===== config.mk =====
export PLATFORM = sky130hd
export DESIGN_NAME = uo_front
export DESIGN_NICKNAME = d
export VERILOG_FILES = /design/src/design/ultimate_oscillator_unit_assert.svh /design/src/design/uo_pkg.sv /design/src/design/uo_front.sv
export SDC_FILE = /design/constraint.sdc
export NUM_CORES = 1
export LEC_CHECK = 0
export BUFFER_PORTS_ARGS = -buffer_cell sky130_fd_sc_hd__buf_4
export CELL_PAD_IN_SITES_DETAIL_PLACEMENT = 0
export CELL_PAD_IN_SITES_GLOBAL_PLACEMENT = 1
export CORE_ASPECT_RATIO = 0.9
export CORE_MARGIN = 2
export CORE_UTILIZATION = 44
export CTS_CLUSTER_DIAMETER = 150
export CTS_CLUSTER_SIZE = 30
export DETAILED_ROUTE_END_ITERATION = 10
export GPL_TIMING_DRIVEN = 0
export PLACE_DENSITY_LB_ADDON = 0.1
export SYNTH_ARGS = -nofsm -noshare
export SYNTH_HDL_FRONTEND = slang
export SYNTH_SLANG_ARGS = --single-unit

===== constraint.sdc =====
create_clock -name clk_i -period 11.9 [get_ports clk_i]
set_input_delay 2.38 -clock clk_i [delete_from_list [all_inputs] [get_ports clk_i]]
set_output_delay 2.38 -clock clk_i [all_outputs]
set_load 0.02 [all_outputs]

===== src/design/ultimate_oscillator_unit_assert.svh =====
// Assertion macros shared by the ultimate oscillator unit.
`ifndef ULTIMATE_OSCILLATOR_UNIT_ASSERT_SVH
`define ULTIMATE_OSCILLATOR_UNIT_ASSERT_SVH

// Same-cycle implication, sampled on clk_i, off while rst_ni is low.
`define UOU_ASSERT_IMP(name, ante, cons, msg) \
  name: assert property (@(posedge clk_i) disable iff (!rst_ni) (ante) |-> (cons)) \
    else $error(msg);

// Next-cycle implication, sampled on clk_i, off while rst_ni is low.
`define UOU_ASSERT_NXT(name, ante, cons, msg) \
  name: assert property (@(posedge clk_i) disable iff (!rst_ni) (ante) |=> (cons)) \
    else $error(msg);

`endif


===== src/design/uo_pkg.sv =====
// Shared types, codes and constants of the ultimate oscillator unit.
`timescale 1ns / 1ps
`default_nettype none

package uo_pkg;

  // Defaults of the top-level parameters
  localparam int unsigned MAX_PERIOD_DEF    = 64;
  localparam int unsigned PRICE_BITS_DEF    = 32;
  localparam int unsigned FRACTION_BITS_DEF = 16;

  // Configuration registers
  localparam int unsigned REG_W      = 7;
  localparam int unsigned REG_COUNT  = 3;
  localparam int unsigned ADDR_W     = 4;
  localparam int unsigned APB_DATA_W = 32;
  localparam int unsigned REG_IDX_W  = 2;

  localparam logic [REG_IDX_W-1:0] REG_SHORT = 2'd0;
  localparam logic [REG_IDX_W-1:0] REG_MID   = 2'd1;
  localparam logic [REG_IDX_W-1:0] REG_LONG  = 2'd2;

  localparam logic [REG_W-1:0] SHORT_RESET = 7'd7;
  localparam logic [REG_W-1:0] MID_RESET   = 7'd14;
  localparam logic [REG_W-1:0] LONG_RESET  = 7'd28;

  // Window selectors used while sweeping the three sums
  localparam logic [1:0] WIN_SHORT = 2'd0;
  localparam logic [1:0] WIN_MID   = 2'd1;
  localparam logic [1:0] WIN_LONG  = 2'd2;

  // Output scaling: floor(100*acc/7) = 14*acc + floor(2*acc/7)
  localparam int unsigned OSC_SCALE = 100;
  localparam int unsigned DIVISOR   = 7;
  localparam int unsigned MUL_INT   = OSC_SCALE / DIVISOR;

  // Depth of the queue between front and back
  localparam int unsigned QUEUE_DEPTH = 2;

  typedef enum logic [1:0] {
    STATUS_WARMUP = 2'd0,
    STATUS_VALID  = 2'd1,
    STATUS_BAD    = 2'd2
  } status_e;

  typedef enum logic [3:0] {
    BK_IDLE,
    BK_READ,
    BK_ACC,
    BK_WRITE,
    BK_EVAL,
    BK_DIV_START,
    BK_DIV_WAIT,
    BK_SCALE,
    BK_FINISH
  } back_state_e;

  // Configuration as seen by the datapath
  typedef struct packed {
    logic [REG_W-1:0] short_p;
    logic [REG_W-1:0] mid_p;
    logic [REG_W-1:0] long_p;
    logic             bad;
    logic             clear;
  } cfg_t;

  // Divider status
  typedef struct packed {
    logic busy;
    logic done;
  } div_sts_t;

endpackage

`default_nettype wire


===== src/design/uo_front.sv =====
// Front end: accepts price bars and forms buying pressure and true range.
`timescale 1ns / 1ps
`default_nettype none

module uo_front import uo_pkg::*; #(
  parameter int unsigned PRICE_BITS = PRICE_BITS_DEF
) (
  input  wire                         clk_i,
  input  wire                         rst_ni,
  input  wire                         clear_i,
  input  wire                         in_valid_i,
  output logic                        in_ready_o,
  input  wire  [PRICE_BITS-1:0]       high_i,
  input  wire  [PRICE_BITS-1:0]       low_i,
  input  wire  [PRICE_BITS-1:0]       close_i,
  output logic                        push_valid_o,
  input  wire                         push_ready_i,
  output logic                        push_first_o,
  output logic signed [PRICE_BITS:0]  push_bp_o,
  output logic [PRICE_BITS-1:0]       push_tr_o
);

  logic [PRICE_BITS-1:0] last_close_q, last_close_d;
  logic                  have_close_q, have_close_d;
  logic [PRICE_BITS-1:0] lo_floor, hi_ceil;
  logic                  accept;

  assign in_ready_o   = push_ready_i;
  assign push_valid_o = in_valid_i;
  assign accept       = in_valid_i && push_ready_i;

  // True low/high against the previous close
  always_comb begin
    lo_floor = (low_i < last_close_q) ? low_i : last_close_q;
    hi_ceil  = (high_i > last_close_q) ? high_i : last_close_q;
    push_first_o = !have_close_q;
    if (have_close_q) begin
      push_bp_o = signed'({1'b0, close_i} - {1'b0, lo_floor});
      push_tr_o = hi_ceil - lo_floor;
    end else begin
      push_bp_o = '0;
      push_tr_o = '0;
    end
  end

  // Previous close tracking
  always_comb begin
    last_close_d = last_close_q;
    have_close_d = have_close_q;
    if (clear_i) begin
      last_close_d = '0;
      have_close_d = 1'b0;
    end else if (accept) begin
      last_close_d = close_i;
      have_close_d = 1'b1;
    end
  end

  always_ff @(posedge clk_i or negedge rst_ni) begin
    if (!rst_ni) begin
      last_close_q <= '0;
      have_close_q <= 1'b0;
    end else begin
      last_close_q <= last_close_d;
      have_close_q <= have_close_d;
    end
  end

endmodule

`default_nettype wire


==> flow_metrics.tcl, run 1 <==
set metrics [dict create \
    ys_ff_latch 33 \
    placed_area_um2 9492 \
    cts_buffer_depth 2 \
    final_area_um2 9634 \
    insertion_delay_ns 0.28 \
    worst-setup-path-type "in2out" \
    finClkSkew_ns 0 \
    endpoint "push_bp_o[25]" \
    synth_fp_nets 1294 \
    wl_per_cell_um 18.60 \
    diodes 0 \
    slew-limit-headroom_pct 39.07 \
    synth_ff_type "dfrtp_1" \
    post_cts_resized 0 \
    antenna_left 0 \
    io_pins 169 \
    grt_max_degree 34 \
    regToRegEndpoint "have_close_q" \
    initial_utilization_pct 44.97 \
    drv_cap 0 \
    startpoint "low_i[23]" \
    layout-drive-gt1-share_pct 18.93 \
    arrival_ns 8.59 \
    power_uw 916.9 \
    period_share_pct 92.20 \
    num_vias 8565 \
    post-route-util_pct 54.52 \
    drt_first_iter_violations 707 \
    worst_slew_pin_slew_ns 0.9139 \
    syn_to_final_growth_pct 21.26 \
    ys_warn_count 0 \
    setup_viol_count_final 0 \
    post_cts_buffers 0 \
    period_minus_slack_ns 10.97 \
    seqCellArea_um2 825.8 \
    die_y_um 131.5 \
    hold_violations 0 \
    rows 46 \
    clk_pin_slew_ns 0.05 \
    gp_congestion 0.9316 \
    p_leak_uw 0.004512 \
    root_buffer "clkbuf_16" \
    async_reset_ff_share_pct 100.0 \
    netlist_area_um2 7945 \
    gr-usage-all-layers_pct 28.28 \
    p_per_area_nw_per_um2 95.17 \
    fmax_mhz 91.14 \
    yosys.area.top_type "ha_1" \
    synth_area_leaders "ha_1, dfrtp_1, a21oi_1" \
    fillers 1775 \
    cts_made_buffers 5 \
    rsz0062_at_grt "false" \
    syn_avg_cell_area_um2 7.370 \
    synth.most_common_cell "ha_1" \
    grt_pass1_vias 7709 \
    synth_top_cells_by_count "ha_1, a21oi_1, nor2_1" \
    setup_tns_ns 0 \
    antenna_found_initial 0 \
    cp-start-kind "input pin" \
    cp-end-kind "primary output" \
    reg2reg_depth 3 \
    synth-edff-count 0 \
    die_x_um 145.6 \
    synth_top_area_share_pct 17.95 \
    min_path_type "reg2reg" \
    routed_wl_um 27740 \
    slew_viol_final 0 \
    first_pass_iters 5 \
    h-tree-depth 2 \
    dieArea_um2 19150 \
    grt_overflow_total 0 \
    multi_input_area_um2 6666 \
    viasPerCell 5.741 \
    hpwl_um 23640 \
    synth_cell_types 90 \
    final_nets 1467 \
    status "complete, no violations" \
    r2r_slack_ns 10.25 \
    ir_worst_vdd_mv 0.05012 \
    critPathRequiredTime_ns 9.52 \
    seq_area_frac_synth_pct 10.39 \
    cts.sinks 33 \
    reg2reg_from "have_close_q" \
    cts_hold_buf 0 \
    io_buffers 166 \
    grt_pass1_wl_um 43150 \
    drc 0 \
    coreArea_um2 17670 \
    cp_max_fo 10 \
    cts_tree "yes" \
    syn_inst 1078 \
]
-- per-stage QoR --
step / cells / hold slack [ns] / worst slack [ns]
final: 1492 / 0.5065 / 0.9277
after floorplan: 1078 / 0.4731 / 2.443
after global routing: 1492 / 0.5182 / 0.5187
after detailed placement: 1484 / 0.4954 / 0.9607
after global placement: 1484 / 0.4886 / 0.9801
after CTS: 1492 / 0.5092 / 0.9386
-- area by class of cell --
cell class | count | share of cell area, %
multi-input combinational | 932 | 69.19
timing repair buffer | 166 | 12.94
sequential | 33 | 8.571
tap | 240 | 3.117
inverter | 66 | 2.571
buffer | 47 | 2.130
clock buffer | 5 | 1.299
clock inverter | 3 | 0.1818
-- layout by cell type (no fill, tap or decap), types with 12 or more instances in the layout --
cell type / netlist / layout
dfrtp_1: 33 / 33
mux2i_1: 18 / 18
nand3_1: 28 / 28
a21o_1: 57 / 57
nand4_1: 29 / 29
o21ai_0: 63 / 63
nor3_1: 16 / 16
nand2_1: 93 / 93
nor2b_1: 17 / 17
and3_1: 15 / 15
xnor2_1: 40 / 40
inv_1: 65 / 65
xor2_1: 18 / 18
a21oi_1: 97 / 97
a31oi_1: 12 / 12
nand2b_1: 26 / 26
a22o_1: 33 / 33
clkbuf_1: 35 / 35
ha_1: 114 / 114
buf_4: 3 / 169
nor2_1: 97 / 97
and2_1: 13 / 13
-- cells by family after synthesis --
kind of cell	Yosys count	share of synthesized area (%)
muxes	18	2.268
buffers and inverters	113	5.701
adders and majority gates	127	19.80
and+or+nand+nor	359	22.16
DFF	33	10.39
xor gates and xnor gates	58	6.394
AOI/OAI and AO/OA	370	33.29
-- where the power goes --
part	switching, uW	internal (uW)
registers	6.03	118
clock network	48.6	76.6
logic	393	275
total	448	469
-- per-layer routing --
metal	track usage, %	vias up	share of wire [%]
met3	3.333	27	6.8
met1	45.73	3893	53
met4	5.283	0	1.6
met2	39.47	300	39
met5	0	-	0
li1	-	4345	-
-- critical path, cell delays in order --
cell,delay [ns]
buf_4,0.12
ha_1,0.32
a21oi_1,0.14
o21ai_0,0.12
a221oi_2,0.52
nand2_2,0.36
nor2_8,0.29
buf_6,0.21
clkbuf_1,0.38
clkbuf_1,0.45
nand2_1,0.10
nand2_1,0.15
ha_1,0.22
inv_1,0.09
o311ai_0,0.66
a311oi_1,0.22
a22oi_2,0.25
nand3b_1,0.17
a221oi_2,0.38
o31ai_4,0.14
a21oi_2,0.21
o21bai_2,0.11
a31oi_1,0.22
mux2i_1,0.21
buf_4,0.16
-- sequential cells by signal, summed over array words and instances (netlist names) --
signal        flops
last_close_q     32
have_close_q      1
-- worst min path at each step --
stage	from	endpoint	slack [ns]	cells past startpoint
after floorplan	last_close_q[14]	last_close_q[14]	0.47	1
after global placement	last_close_q[28]	last_close_q[28]	0.49	1
after detailed placement	last_close_q[18]	last_close_q[18]	0.50	1
after CTS	last_close_q[23]	last_close_q[23]	0.51	1
after global routing	last_close_q[27]	last_close_q[27]	0.52	1
final	last_close_q[20]	last_close_q[20]	0.51	1
Note: power is estimated with default switching activity, not from simulation.
==> inputs of run 2 (changes only) <==
Settings changed: MAX_ROUTING_LAYER set to met4.
==> run 2 against run 1 <==
Compared with the run above: global-route usage is 1.0 points higher; critical endpoint unchanged; first-iteration DRC count grew 3.3%; sequential share of layout area about the same; flip-flop and latch count is the same; non-clock buffer count unchanged; clock power is 20% higher; hold slack about the same; critical path depth did not move; count of clock-buffer cells in the layout up 2.
==> flow_metrics.tcl, run 2 (synthesis results as in run 1) <==
set metrics [dict create \
    path_buf_inv 6 \
    period_share_pct 92.81 \
    layout-drive-gt1-share_pct 18.85 \
    cts_tree "yes" \
    cpLargestDelayFamily "compound AO/OA/AOI/OAI gates" \
    h-tree-depth 2 \
    io_pins 169 \
    antenna_found_initial 0 \
    pwr-share-seq_pct 13.1 \
    cts_buffer_depth 2 \
    drv_cap 0 \
    root_buffer "clkbuf_16" \
    status "complete, no violations" \
    slew-limit-headroom_pct 35.96 \
    gr-usage-all-layers_pct 29.30 \
    p_per_area_nw_per_um2 97.85 \
    cp_max_fo 10 \
    initial_utilization_pct 44.97 \
    gp_congestion 0.9343 \
    min_path_type "reg2reg" \
    hpwl_um 23930 \
    arrival_ns 8.66 \
    setup_viol_count_final 0 \
    worst-setup-path-type "in2out" \
    slew_viol_final 0 \
    antenna_left 0 \
    first_pass_iters 5 \
    largest_reg_flops 32 \
    cp-end-kind "primary output" \
    cts_made_buffers 5 \
    p_int_uw 497.5 \
    fmax_mhz 90.55 \
    coreArea_um2 17670 \
    syn_to_final_growth_pct 21.64 \
    rsz0062_at_grt "false" \
    cp_slowest_stage_delay_ns 0.70 \
    drc 0 \
    top_register "last_close_q" \
    diodes 0 \
    grt_pass1_vias 7785 \
    grt_overflow_total 0 \
    p_leak_uw 0.004527 \
    clk_pin_slew_ns 0.05 \
    rows 46 \
    num_vias 8578 \
    power_uw 945.7 \
    insertion_delay_ns 0.28 \
    worst_slew_pin_slew_ns 0.9607 \
    final_common_cell "buf_4" \
    die_y_um 131.5 \
    grt_max_degree 34 \
    post_cts_resized 0 \
    die_x_um 145.6 \
    drt_first_iter_violations 730 \
    ir_worst_vdd_mv 0.05916 \
    switching_share_pct 47.39 \
    cts_hold_buf 0 \
    grt_pass1_wl_um 43590 \
    io_buffers 166 \
    p_sw_uw 448.1 \
    cp_slowest_cell "o311ai_0" \
    final_cell_mix "buf_4, ha_1, a21oi_1, nor2_1, nand2_1" \
    dieArea_um2 19150 \
    finClkSkew_ns 0 \
    dpl.cell_count 1484 \
    layoutNonFillerInstCount 1492 \
    routed_wl_um 28160 \
    period_minus_slack_ns 11.04 \
    reg_top3 "last_close_q (32), have_close_q (1)" \
    pwr-share-clk_pct 15.8 \
    viasPerCell 5.749 \
    fillers 1806 \
    final_nets 1467 \
    hold_violations 0 \
    cp-start-kind "input pin" \
    pwr-share-comb_pct 71.1 \
    wl_per_cell_um 18.87 \
    critPathRequiredTime_ns 9.52 \
    setup_tns_ns 0 \
    cts.sinks 33 \
    post_cts_buffers 0 \
]
run 2: final timing paths:
path	startpoint	endpoint	slack, ns	cells after the start
hold / removal	last_close_q[24]	last_close_q[24]	0.51	1
hold reg to reg	last_close_q[24]	last_close_q[24]	0.51	1
max in group asynchronous	rst_ni	last_close_q[27]	9.55	1
setup / recovery	low_i[23]	push_bp_o[25]	0.86	25
min in group asynchronous	rst_ni	last_close_q[0]	2.03	1
setup reg to reg	have_close_q	have_close_q	10.21	3
run 2: area by class of cell:
class                           count  area [um^2]  area share (%)
Timing Repair Buffer              166         1246           12.89
Sequential cell                    33        825.8           8.545
Tap cell                          240        300.3           3.107
Clock buffer                        7        142.6           1.476
Multi-Input combinational cell    932         6666           68.98
Buffer                             47        205.2           2.123
Clock inverter                      1        30.03          0.3107
Inverter                           66        247.7           2.563
run 2: power by group through the flow:
| stage | Sequential (uW) | Clock (uW) | Combinational (uW) |
|---|---|---|---|
| 2_1_floorplan | 123 | 0 | 465 |
| 3_3_place_gp | 125 | 0 | 659 |
| 3_5_place_dp | 125 | 0 | 659 |
| 4_1_cts | 124 | 150 | 664 |
| 5_1_grt | 124 | 155 | 738 |
| 6_report | 124 | 150 | 672 |
run 2: per-layer routing:
metal  vias to the layer above  share of wire [%]  track usage (%)
li1                       4331                  -                -
met1                      3936                 52            46.03
met2                       291                 39            40.10
met3                        20                6.9            2.431
met4                         0                1.5            6.046
met5                         -                  0                -
run 2: per-stage QoR:
| step | instance area, um^2 | util [%] | hold slack (ns) | worst slack (ns) |
|---|---|---|---|---|
| 5_1_grt | 9664 | 54.69 | 0.5162 | 0.3463 |
| 4_1_cts | 9664 | 54.69 | 0.5095 | 0.9776 |
| 3_3_place_gp | 9492 | 53.72 | 0.4878 | 0.9907 |
| 6_report | 9664 | 54.69 | 0.5061 | 0.8560 |
| 2_1_floorplan | 7945 | - | 0.4731 | 2.443 |
| 3_5_place_dp | 9492 | 53.72 | 0.4984 | 1.025 |
