**src/design/ultimate_oscillator_unit_assert.svh**
```systemverilog
// Assertion macros shared by the ultimate oscillator unit.
`ifndef ULTIMATE_OSCILLATOR_UNIT_ASSERT_SVH
`define ULTIMATE_OSCILLATOR_UNIT_ASSERT_SVH

// Same-cycle implication, sampled on clk_i, off while rst_ni is low.
`define UOU_ASSERT_IMP(name, ante, cons, msg) \
  name: assert property (@(posedge clk_i) disable iff (!rst_ni) (ante) |-> (cons)) \
    else $error(msg);

// Next-cycle implication, sampled on clk_i, off while rst_ni is low.
`define UOU_ASSERT_NXT(name, ante, cons, msg) \
  name: assert property (@(posedge clk_i) disable iff (!rst_ni) (ante) |=> (cons)) \
    else $error(msg);

`endif

```
**src/design/uo_pkg.sv**
```systemverilog
// Shared types, codes and constants of the ultimate oscillator unit.
`timescale 1ns / 1ps
`default_nettype none

package uo_pkg;

  // Defaults of the top-level parameters
  localparam int unsigned MAX_PERIOD_DEF    = 64;
  localparam int unsigned PRICE_BITS_DEF    = 32;
  localparam int unsigned FRACTION_BITS_DEF = 16;

  // Configuration registers
  localparam int unsigned REG_W      = 7;
  localparam int unsigned REG_COUNT  = 3;
  localparam int unsigned ADDR_W     = 4;
  localparam int unsigned APB_DATA_W = 32;
  localparam int unsigned REG_IDX_W  = 2;

  localparam logic [REG_IDX_W-1:0] REG_SHORT = 2'd0;
  localparam logic [REG_IDX_W-1:0] REG_MID   = 2'd1;
  localparam logic [REG_IDX_W-1:0] REG_LONG  = 2'd2;

  localparam logic [REG_W-1:0] SHORT_RESET = 7'd7;
  localparam logic [REG_W-1:0] MID_RESET   = 7'd14;
  localparam logic [REG_W-1:0] LONG_RESET  = 7'd28;

  // Window selectors used while sweeping the three sums
  localparam logic [1:0] WIN_SHORT = 2'd0;
  localparam logic [1:0] WIN_MID   = 2'd1;
  localparam logic [1:0] WIN_LONG  = 2'd2;

  // Output scaling: floor(100*acc/7) = 14*acc + floor(2*acc/7)
  localparam int unsigned OSC_SCALE = 100;
  localparam int unsigned DIVISOR   = 7;
  localparam int unsigned MUL_INT   = OSC_SCALE / DIVISOR;

  // Depth of the queue between front and back
  localparam int unsigned QUEUE_DEPTH = 2;

  typedef enum logic [1:0] {
    STATUS_WARMUP = 2'd0,
    STATUS_VALID  = 2'd1,
    STATUS_BAD    = 2'd2
  } status_e;

  typedef enum logic [3:0] {
    BK_IDLE,
    BK_READ,
    BK_ACC,
    BK_WRITE,
    BK_EVAL,
    BK_DIV_START,
    BK_DIV_WAIT,
    BK_SCALE,
    BK_FINISH
  } back_state_e;

  // Configuration as seen by the datapath
  typedef struct packed {
    logic [REG_W-1:0] short_p;
    logic [REG_W-1:0] mid_p;
    logic [REG_W-1:0] long_p;
    logic             bad;
    logic             clear;
  } cfg_t;

  // Divider status
  typedef struct packed {
    logic busy;
    logic done;
  } div_sts_t;

endpackage

`default_nettype wire

```
**src/design/uo_fifo.sv**
```systemverilog
// Small queue that decouples the front end from the back end.
`timescale 1ns / 1ps
`default_nettype none

module uo_fifo import uo_pkg::*; #(
  parameter int unsigned WIDTH = 8,
  parameter int unsigned DEPTH = QUEUE_DEPTH
) (
  input  wire              clk_i,
  input  wire              rst_ni,
  input  wire              push_valid_i,
  output logic             push_ready_o,
  input  wire  [WIDTH-1:0] push_data_i,
  output logic             pop_valid_o,
  input  wire              pop_ready_i,
  output logic [WIDTH-1:0] pop_data_o
);

  localparam int unsigned PW = (DEPTH > 1) ? $clog2(DEPTH) : 1;
  localparam int unsigned CW = $clog2(DEPTH + 1);

  logic [WIDTH-1:0] data_q [DEPTH];
  logic [PW-1:0]    wr_ptr_q, wr_ptr_d, rd_ptr_q, rd_ptr_d;
  logic [CW-1:0]    count_q, count_d;
  logic             push, pop;

  assign push_ready_o = (count_q != CW'(DEPTH));
  assign pop_valid_o  = (count_q != '0);
  assign pop_data_o   = data_q[rd_ptr_q];
  assign push         = push_valid_i && push_ready_o;
  assign pop          = pop_valid_o && pop_ready_i;

  // Pointer and fill count
  always_comb begin
    wr_ptr_d = wr_ptr_q;
    rd_ptr_d = rd_ptr_q;
    if (push) begin
      wr_ptr_d = (wr_ptr_q == PW'(DEPTH - 1)) ? '0 : wr_ptr_q + 1'b1;
    end
    if (pop) begin
      rd_ptr_d = (rd_ptr_q == PW'(DEPTH - 1)) ? '0 : rd_ptr_q + 1'b1;
    end
    unique case ({push, pop})
      2'b10:   count_d = count_q + 1'b1;
      2'b01:   count_d = count_q - 1'b1;
      default: count_d = count_q;
    endcase
  end

  always_ff @(posedge clk_i or negedge rst_ni) begin
    if (!rst_ni) begin
      wr_ptr_q <= '0;
      rd_ptr_q <= '0;
      count_q  <= '0;
    end else begin
      wr_ptr_q <= wr_ptr_d;
      rd_ptr_q <= rd_ptr_d;
      count_q  <= count_d;
    end
  end

  // Storage
  always_ff @(posedge clk_i) begin
    if (push) begin
      data_q[wr_ptr_q] <= push_data_i;
    end
  end

endmodule

`default_nettype wire

```
**config.mk**
```make
export PLATFORM = sky130hd
export DESIGN_NAME = uo_fifo
export DESIGN_NICKNAME = d
export VERILOG_FILES = /design/src/design/ultimate_oscillator_unit_assert.svh /design/src/design/uo_pkg.sv /design/src/design/uo_fifo.sv
export SDC_FILE = /design/constraint.sdc
export NUM_CORES = 1
export LEC_CHECK = 0
export BUFFER_PORTS_ARGS = -buffer_cell sky130_fd_sc_hd__buf_2
export CORE_MARGIN = 2
export CORE_UTILIZATION = 32
export DETAILED_ROUTE_END_ITERATION = 6
export HOLD_SLACK_MARGIN = 0.08
export PLACE_DENSITY_LB_ADDON = 0.15
export SLEW_MARGIN = 20
export SYNTH_ARGS = -nofsm -noshare
export SYNTH_HDL_FRONTEND = slang
export SYNTH_SLANG_ARGS = --single-unit
```
**constraint.sdc**
```tcl
create_clock -name clk_i -period 1.7 [get_ports clk_i]
set_input_delay 0.085 -clock clk_i [delete_from_list [all_inputs] [get_ports clk_i]]
set_output_delay 0.085 -clock clk_i [all_outputs]
set_load 0.01 [all_outputs]
```
==> results of run 1 <==
==> cell usage after synthesis, drive strengths merged <==
cell type  instances
ha                 1
and3               1
nor2               2
xor2               2
dfrtp              4
edfxtp            16
or2                1
xnor2              3
mux2               8
nand2b             1
and2               1
nand2              1
buf                1
==> routing by layer <==
metal  share of wire  vias up  wire (um)  global-route usage
met3           0.045        0         56              0.0339
met5               0        -          0                   0
li1                -      225          -                   -
met4               0        0          0              0.0385
met2            0.50       12        625               0.169
met1            0.45      210        562               0.113
==> cell type report <==
class                      instances  area (um^2)
clock buffer                       4         36.3
fill                             224         1200
multi-input combinational         21          185
sequential                        20          581
tap                               28         35.0
timing repair buffer              33          220
==> tightest hold or removal path: stages <==
cell and delay, ns:
buf_2 0.10, nand2_1 0.11, xnor2_1 0.08
==> worst paths after layout <==
check                                            start                endpoint  slack [ns]  cells past startpoint
worst max-delay path            count_q[0]$_DFFE_PN0P_  count_q[1]$_DFFE_PN0P_        0.20                      5
worst min-delay path                      push_valid_i    wr_ptr_q$_DFFE_PN0N_        0.11                      3
worst max register to register  count_q[0]$_DFFE_PN0P_  count_q[1]$_DFFE_PN0P_        0.20                      5
worst min register to register    wr_ptr_q$_DFFE_PN0N_    wr_ptr_q$_DFFE_PN0N_        0.50                      1
max in group asynchronous                       rst_ni    wr_ptr_q$_DFFE_PN0N_        1.46                      2
min in group asynchronous                       rst_ni  count_q[0]$_DFFE_PN0P_        0.12                      2
==> power groups by stage <==
stage	clock, mW	combinational [mW]	sequential [mW]
3_5_place_dp	0	0.537	0.792
3_3_place_gp	0	0.538	0.789
4_1_cts	0.279	0.560	0.782
6_report	0.268	0.545	0.776
5_1_grt	0.300	0.599	0.796
2_1_floorplan	0	0.396	0.736
==> registers in the layout, summed over array words and instances (netlist names) <==
signal and cells:
count_q 2, data_q 16, rd_ptr_q 1, wr_ptr_q 1
==> cells in the final DEF, fill, tap and decap left out <==
cell type      count
xnor2_1            3
nand2b_1           1
and3_1             1
xor2_1             2
and2_4             1
nand2_1            1
dfrtp_1            4
buf_4              2
edfxtp_1          16
ha_1               1
mux2_2             8
or2_1              1
buf_2             21
clkbuf_4           3
dlygate4sd3_1     10
clkbuf_8           1
nor2_1             2
==> stage by stage <==
stage / setup WS [ns] / power [mW] / area [um^2]
floorplan: 0.207 / 1.13 / 771
global placement: 0.233 / 1.33 / 921
detailed placement: 0.191 / 1.33 / 921
CTS: 0.164 / 1.62 / 1060
global route: 0.0842 / 1.70 / 1060
finish: 0.196 / 1.59 / 1060
==> repair_timing <==
item,4_1_cts,5_1_grt
hold buffers,10,0
endpoints found under the hold margin,21,0
endpoints found under the setup margin,0,0
gates resized for setup,0,0
==> kinds of logic (layout without fill, tap and decap cells) <==
kind of cell | after synthesis | count (layout)
xor gates and xnor gates | 5 | 5
adders and majority gates | 1 | 1
buffers and inverters | 1 | 37
DFF | 20 | 20
muxes | 8 | 8
and+or+nand+nor | 7 | 7
==> flow_metrics.tcl, run 1 <==
set metrics [dict create \
    status "complete, no violations" \
    synth_top_area_frac 0.623 \
    postCtsSetupRepairBufs 0 \
    rows 17 \
    routed_via_density 4.22 \
    vias 447 \
    synth_seq_cells 20 \
    clock_latency_ns 0.29 \
    tritoncts "done" \
    crit_family "simple AND/OR/NAND/NOR gates" \
    p_seq_frac 0.488 \
    fp.dieH_um 53.1 \
    yosys_warnings 0 \
    totalWireLength_um 1240 \
    yosys.area_share.xor_xnor 0.0568 \
    syn_area_per_cell_um2 18.4 \
    fin_hold_ws_ns 0.113 \
    fin_skew_ns 0.00481 \
    tns_ns 0 \
    die_x_um 53.1 \
    synthMuxAreaShare 0.117 \
    critPathKind "register to register" \
    drive_above_1_share 0.462 \
    synth_area_leaders "edfxtp_1 62%, dfrtp_1 13%, mux2_2 12%" \
    dp.cells 92 \
    cp_slowest_cell "dfrtp_1" \
    post-route-util 0.469 \
    yosysTopAreaCell "edfxtp_1" \
    cts_max_path_buffers 2 \
    power.density_nw_per_um2 1500 \
    synth_top_family_by_area "multiplexers" \
    fin_crit_ns 1.50 \
    worstPathCellList "or2_1, and2_4, ha_1, nor2_1, xor2_1" \
    endpoint_kind "register" \
    grt-ovfl-total 0 \
    final_cells 106 \
    power_switching_mw 0.474 \
    syn_to_final_growth_pct 37.2 \
    power_frac_clock 0.168 \
    start_kind "register" \
    antenna_found_initial 0 \
    p_comb_frac 0.343 \
    hpwlAfterDp_um 860 \
    grtUsageTotal 0.0990 \
    worst-path-buf-inv 0 \
    drtIter0Drc 2 \
    hold_violations 0 \
    final-setup-viol-count 0 \
    diodes 0 \
    detail-route-antenna-nets 0 \
    slew_headroom 0.737 \
    leakage_nw 0.425 \
    cts_max_level 1 \
    io_pins 22 \
    synthCells 42 \
    cts_root_buffer "clkbuf_4" \
    port_buffers 21 \
    initial_core_util 0.342 \
    rsz0062_at_grt "no" \
    required_ns 1.93 \
    netSwitchingFraction 0.298 \
    final_net_count 92 \
    first_pass_iters 2 \
    grt_pass1_vias 453 \
    syn-cell-area_um2 771 \
    maxSlewViolCount 0 \
    max-cap-violations 0 \
    post-route-period-util 0.885 \
    ir_drop_mv 0.728 \
    cpPeakStageDelay_ns 0.43 \
    worst_pin_slew_ns 0.394 \
    core_area_um2 2250 \
    intPower_mw 1.12 \
    cts_sinks 20 \
    cts_buffers 3 \
    worstPathArrival_ns 1.73 \
    fmaxAchievable_mhz 665 \
    gp_congestion 0.652 \
    clk_pin_slew_ns 0.11 \
    wl_per_cell_um 11.7 \
    synthAdderAreaFrac 0.0162 \
    crit_fanout 4 \
    grt_max_degree 12 \
    yosysSeqAreaShare 0.753 \
    synth-simple-area-share 0.0503 \
    syn_nets 55 \
    min_path_type "input pin to register" \
    drc 0 \
    synth-compound-area-share 0 \
    grt_pass1_wl_um 1860 \
    die_area_um2 2820 \
    synth_cell_types 13 \
]
(Power assumes the default switching activity.)
==> run 2, diff against run 1 <==
- CORE_UTILIZATION: 32 -> 48
==> run 2 against run 1 <==
  * Die area down 31%
  * Wire length fell by 1.3%
  * Largest cell class unchanged
  * Final cell count down 11%
  * Clock-buffer cell count is 1 lower
  * First-iteration DRC count grew to 3.0 times the previous value
  * Final area shrank 2.4%
  * Core utilization increased by 22 points
  * Clock skew is 0.0031 ns lower
  * Non-clock buffer count is the same
  * Critical path type unchanged
  * Register-to-register slack got worse by 0.02 ns
  * Via count rose by 3.8%
==> flow_metrics.tcl, run 2 (same netlist as run 1, synthesis figures left out) <==
set metrics [dict create \
    final_cells 94 \
    dp.cells 80 \
    timing.reg2reg.setup_slack_ns 0.18 \
    fin_crit_ns 1.52 \
    cp_slowest_cell "dfrtp_1" \
    power.density_nw_per_um2 1500 \
    totalWireLength_um 1230 \
    cts_max_level 1 \
    clk_pin_slew_ns 0.11 \
    cts_sinks 20 \
    syn_to_final_growth_pct 33.9 \
    fin_hold_ws_ns 0.111 \
    grtUsageTotal 0.155 \
    worstReg2RegStart "count_q[0]$_DFFE_PN0P_" \
    hpwlAfterDp_um 787 \
    endpoint "count_q[1]$_DFFE_PN0P_" \
    worstPathArrival_ns 1.75 \
    fp.dieH_um 44.1 \
    grt_pass1_wl_um 2070 \
    port_buffers 21 \
    clock_latency_ns 0.29 \
    endpoint_kind "register" \
    core_area_um2 1510 \
    final-setup-viol-count 0 \
    die_x_um 44.1 \
    crit_start "count_q[0]$_DFFE_PN0P_" \
    num-fill-cells 111 \
    fmaxAchievable_mhz 657 \
    status "complete, no violations" \
    detail-route-antenna-nets 0 \
    slew_headroom 0.741 \
    cts_buffers 3 \
    rows 14 \
    worstPathCellList "or2_1, and2_4, ha_1, nor2_1, xor2_1" \
    drive_above_1_share 0.449 \
    antenna_found_initial 0 \
    required_ns 1.92 \
    cpPeakStageDelay_ns 0.43 \
    cts_hold_buf 10 \
    layout_common_cells "21 x buf_2, 16 x edfxtp_1, 10 x dlygate4sd3_1" \
    hold_violations 0 \
    first_pass_iters 4 \
    maxSlewViolCount 0 \
    max-cap-violations 0 \
    tns_ns 0 \
    crit_fanout 4 \
    die_area_um2 1940 \
    wl_per_cell_um 13.1 \
    post-route-period-util 0.895 \
    leakage_nw 0.420 \
    worst_pin_slew_ns 0.388 \
    initial_core_util 0.512 \
    cts_max_path_buffers 2 \
    start_kind "register" \
    gp_congestion 0.654 \
    largestRegisters "data_q: 16 flops, count_q: 2 flops" \
    routed_via_density 4.94 \
    post-route-util 0.685 \
    fin_skew_ns 0.00174 \
    r2r-end "count_q[1]$_DFFE_PN0P_" \
    ff2ff_path_depth 5 \
    min_path_type "input pin to register" \
    drc 0 \
    grt_max_degree 12 \
    grt_pass1_vias 490 \
    diodes 0 \
    vias 464 \
    io_pins 22 \
    regMostFlops "data_q" \
    largest_reg_flops 16 \
    grt-ovfl-total 0 \
    final_net_count 92 \
    rsz0062_at_grt "no" \
    critPathKind "register to register" \
    drtIter0Drc 6 \
    ctsResizeCount 0 \
    tritoncts "done" \
    cts_root_buffer "clkbuf_4" \
    layout_commonest_cell "buf_2" \
    postCtsSetupRepairBufs 0 \
    ir_drop_mv 0.985 \
]
## run 2: cell type report
cell class                      count  area [um^2]  share of cell area
Multi-Input combinational cell     21          185               0.179
Tap cell                           16         20.0              0.0194
Timing Repair Buffer               33          220               0.213
Sequential cell                    20          581               0.562
Clock buffer                        3         22.5              0.0218
Clock inverter                      1         3.75             0.00364
## run 2: metrics by stage
step	cell area, um^2	power, mW	setup WS (ns)
5_1_grt	1030	1.65	0.103
4_1_cts	1030	1.56	0.171
3_5_place_dp	906	1.32	0.176
3_3_place_gp	906	1.31	0.242
2_1_floorplan	771	1.13	0.207
6_report	1030	1.54	0.179
## run 2: how the worst min path moves through the flow
stage,end,from,slack (ns),depth (start not counted)
6_report,wr_ptr_q$_DFFE_PN0N_,push_valid_i,0.11,3
5_1_grt,wr_ptr_q$_DFFE_PN0N_,rst_ni,0.10,2
4_1_cts,wr_ptr_q$_DFFE_PN0N_,push_valid_i,0.09,3
3_5_place_dp,count_q[0]$_DFFE_PN0P_,rst_ni,-0.1,1
3_3_place_gp,count_q[1]$_DFFE_PN0P_,rst_ni,-0.10,1
2_1_floorplan,count_q[0]$_DFFE_PN0P_,rst_ni,-0.21,0
## run 2: power breakdown
part / switching [mW] / internal (mW) / leakage [nW]
combinational: 0.241 / 0.300 / 0.209
clock: 0.137 / 0.0854 / 0.0154
sequential: 0.0949 / 0.684 / 0.195
total: 0.473 / 1.07 / 0.420
## run 2: per-layer routing
| layer | global-route usage | up-vias | wire length (um) |
|---|---|---|---|
| met5 | 0 | - | 0 |
| met4 | 0.0545 | 0 | 0 |
| met3 | 0.0612 | 0 | 49 |
| met2 | 0.282 | 14 | 662 |
| met1 | 0.160 | 223 | 515 |
| li1 | - | 227 | - |
## run 2: critical path, delay by kind of cell (launching register included)
kind	cells	cell delay [ns]
xor+xnor	1	0.15
fa+ha+maj	1	0.31
flops	1	0.43
simple gates	3	0.55
==> run 3, diff against run 2 <==
- ABC_CLOCK_PERIOD_IN_PS: unset -> 1700
- CORE_MARGIN: 2 -> 3
- PLACE_DENSITY: unset -> 0.79
- PLACE_DENSITY_LB_ADDON: 0.15 -> unset
==> run 3 against run 2 <==
  * Clock power is essentially flat
  * Die area grew 9.3%
  * Sequential power is essentially flat
  * Worst setup slack gained 0.015 ns
  * Critical path type unchanged
  * Critical endpoint unchanged
  * Largest power group unchanged
==> flow_metrics.tcl, run 3 (same netlist as run 1, synthesis figures left out) <==
set metrics [dict create \
    status "complete, no violations" \
    required_ns 1.92 \
    cts_root_buffer "clkbuf_4" \
    detail-route-antenna-nets 0 \
    critPathKind "register to register" \
    grt.busiest_layer "met2" \
    rsz0062_at_grt "no" \
    dpl_cell_area_um2 905 \
    ff2ff_path_depth 5 \
    hold_violations 0 \
    worstPathArrival_ns 1.73 \
    regMostFlops "data_q" \
    cts_max_level 1 \
    grt_pass1_wl_um 2020 \
    cts_sinks 20 \
    layout_common_cells "21 x buf_2, 16 x edfxtp_1, 10 x dlygate4sd3_1" \
    die_x_um 46.1 \
    grt_pass1_vias 461 \
    gp_congestion 0.717 \
    slew_headroom 0.728 \
    diodes 0 \
    worst_pin_slew_ns 0.407 \
    post-route-period-util 0.886 \
    max-cap-violations 0 \
    num-fill-cells 104 \
    routed_via_density 4.86 \
    drive_above_1_share 0.449 \
    layout_commonest_cell "buf_2" \
    grt-ovfl-total 0 \
    whs_path_depth 3 \
    largestRegisters "data_q: 16 flops, count_q: 2 flops" \
    final-setup-viol-count 0 \
    tritoncts "done" \
    min_path_type "input pin to register" \
    tns_ns 0 \
    ctsResizeCount 0 \
    clock_latency_ns 0.29 \
    io_pins 22 \
    start_kind "register" \
    met1_usage 0.156 \
    fin_ws_ns 0.194 \
    met2_usage 0.258 \
    ir_drop_mv 1.18 \
    endpoint_kind "register" \
    leakage_nw 0.419 \
    vias 452 \
    totalWireLength_um 1290 \
    fmaxAchievable_mhz 664 \
    crit_fanout 4 \
    final_net_count 92 \
    place_ws_ns 0.191 \
    first_pass_iters 3 \
    clk_pin_slew_ns 0.10 \
    grtUsageTotal 0.149 \
    cts_max_path_buffers 2 \
    hpwlAfterDp_um 837 \
    maxSlewViolCount 0 \
    largest_reg_flops 16 \
    dp.cells 79 \
    rows 13 \
    die_area_um2 2120 \
    antenna_found_initial 0 \
    core_area_um2 1400 \
    cts_buffers 3 \
    multi_input_area_um2 185 \
    initial_core_util 0.551 \
    fin_crit_ns 1.51 \
    drc 0 \
    final-seq-area_um2 581 \
    port_buffers 21 \
    final_area_um2 1030 \
    final_cells 93 \
    syn_to_final_growth_pct 33.8 \
    grt_max_degree 12 \
    wl_per_cell_um 13.9 \
    met3_usage 0.0352 \
    drtIter0Drc 13 \
    power.density_nw_per_um2 1500 \
    fin_skew_ns 0.00175 \
    fp.dieH_um 46.1 \
]
==> run 3: per-layer routing <==
layer	share of wire	up-vias
li1	-	227
met1	0.40	207
met2	0.53	14
met3	0.043	4
met4	0.029	0
met5	0	-
==> run 3: power breakdown <==
group / internal, mW / total [mW] / switching, mW
Combinational: 0.300 / 0.548 / 0.248
Sequential: 0.684 / 0.778 / 0.0938
Clock: 0.0912 / 0.225 / 0.133
==> run 3: worst max-delay path: stages (launching register included) <==
cell and delay (ns):
dfrtp_1 0.43, or2_1 0.25, and2_4 0.16, ha_1 0.31
nor2_1 0.14, xor2_1 0.15
==> run 3: path summary, 6_finish.rpt <==
| check | from | endpoint | slack, ns |
|---|---|---|---|
| hold reg to reg | count_q[1]$_DFFE_PN0P_ | count_q[1]$_DFFE_PN0P_ | 0.50 |
| setup / recovery | count_q[0]$_DFFE_PN0P_ | count_q[1]$_DFFE_PN0P_ | 0.19 |
| hold / removal | push_valid_i | wr_ptr_q$_DFFE_PN0N_ | 0.12 |
| max in group asynchronous | rst_ni | count_q[1]$_DFFE_PN0P_ | 1.46 |
| min in group asynchronous | rst_ni | count_q[0]$_DFFE_PN0P_ | 0.13 |
| setup reg to reg | count_q[0]$_DFFE_PN0P_ | count_q[1]$_DFFE_PN0P_ | 0.19 |
==> run 3: timing repair <==
action                    in CTS  in global routing
buffers inserted               0                  0
hold endpoints to repair      21                  0
hold buffers                  10                  0
==> run 3: cell type report <==
class | count | share of cell area
sequential | 20 | 0.563
multi-input combinational | 21 | 0.180
tap | 15 | 0.0182
clock buffer | 4 | 0.0255
timing repair buffer | 33 | 0.214
==> run 3: per-stage QoR <==
| stage | hold WS, ns | power (mW) | utilization |
|---|---|---|---|
| floorplan | -0.211 | 1.13 | - |
| global placement | -0.104 | 1.31 | 0.647 |
| detailed placement | -0.101 | 1.33 | 0.647 |
| CTS | 0.107 | 1.57 | 0.737 |
| global route | 0.124 | 1.65 | 0.737 |
| finish | 0.116 | 1.55 | 0.737 |
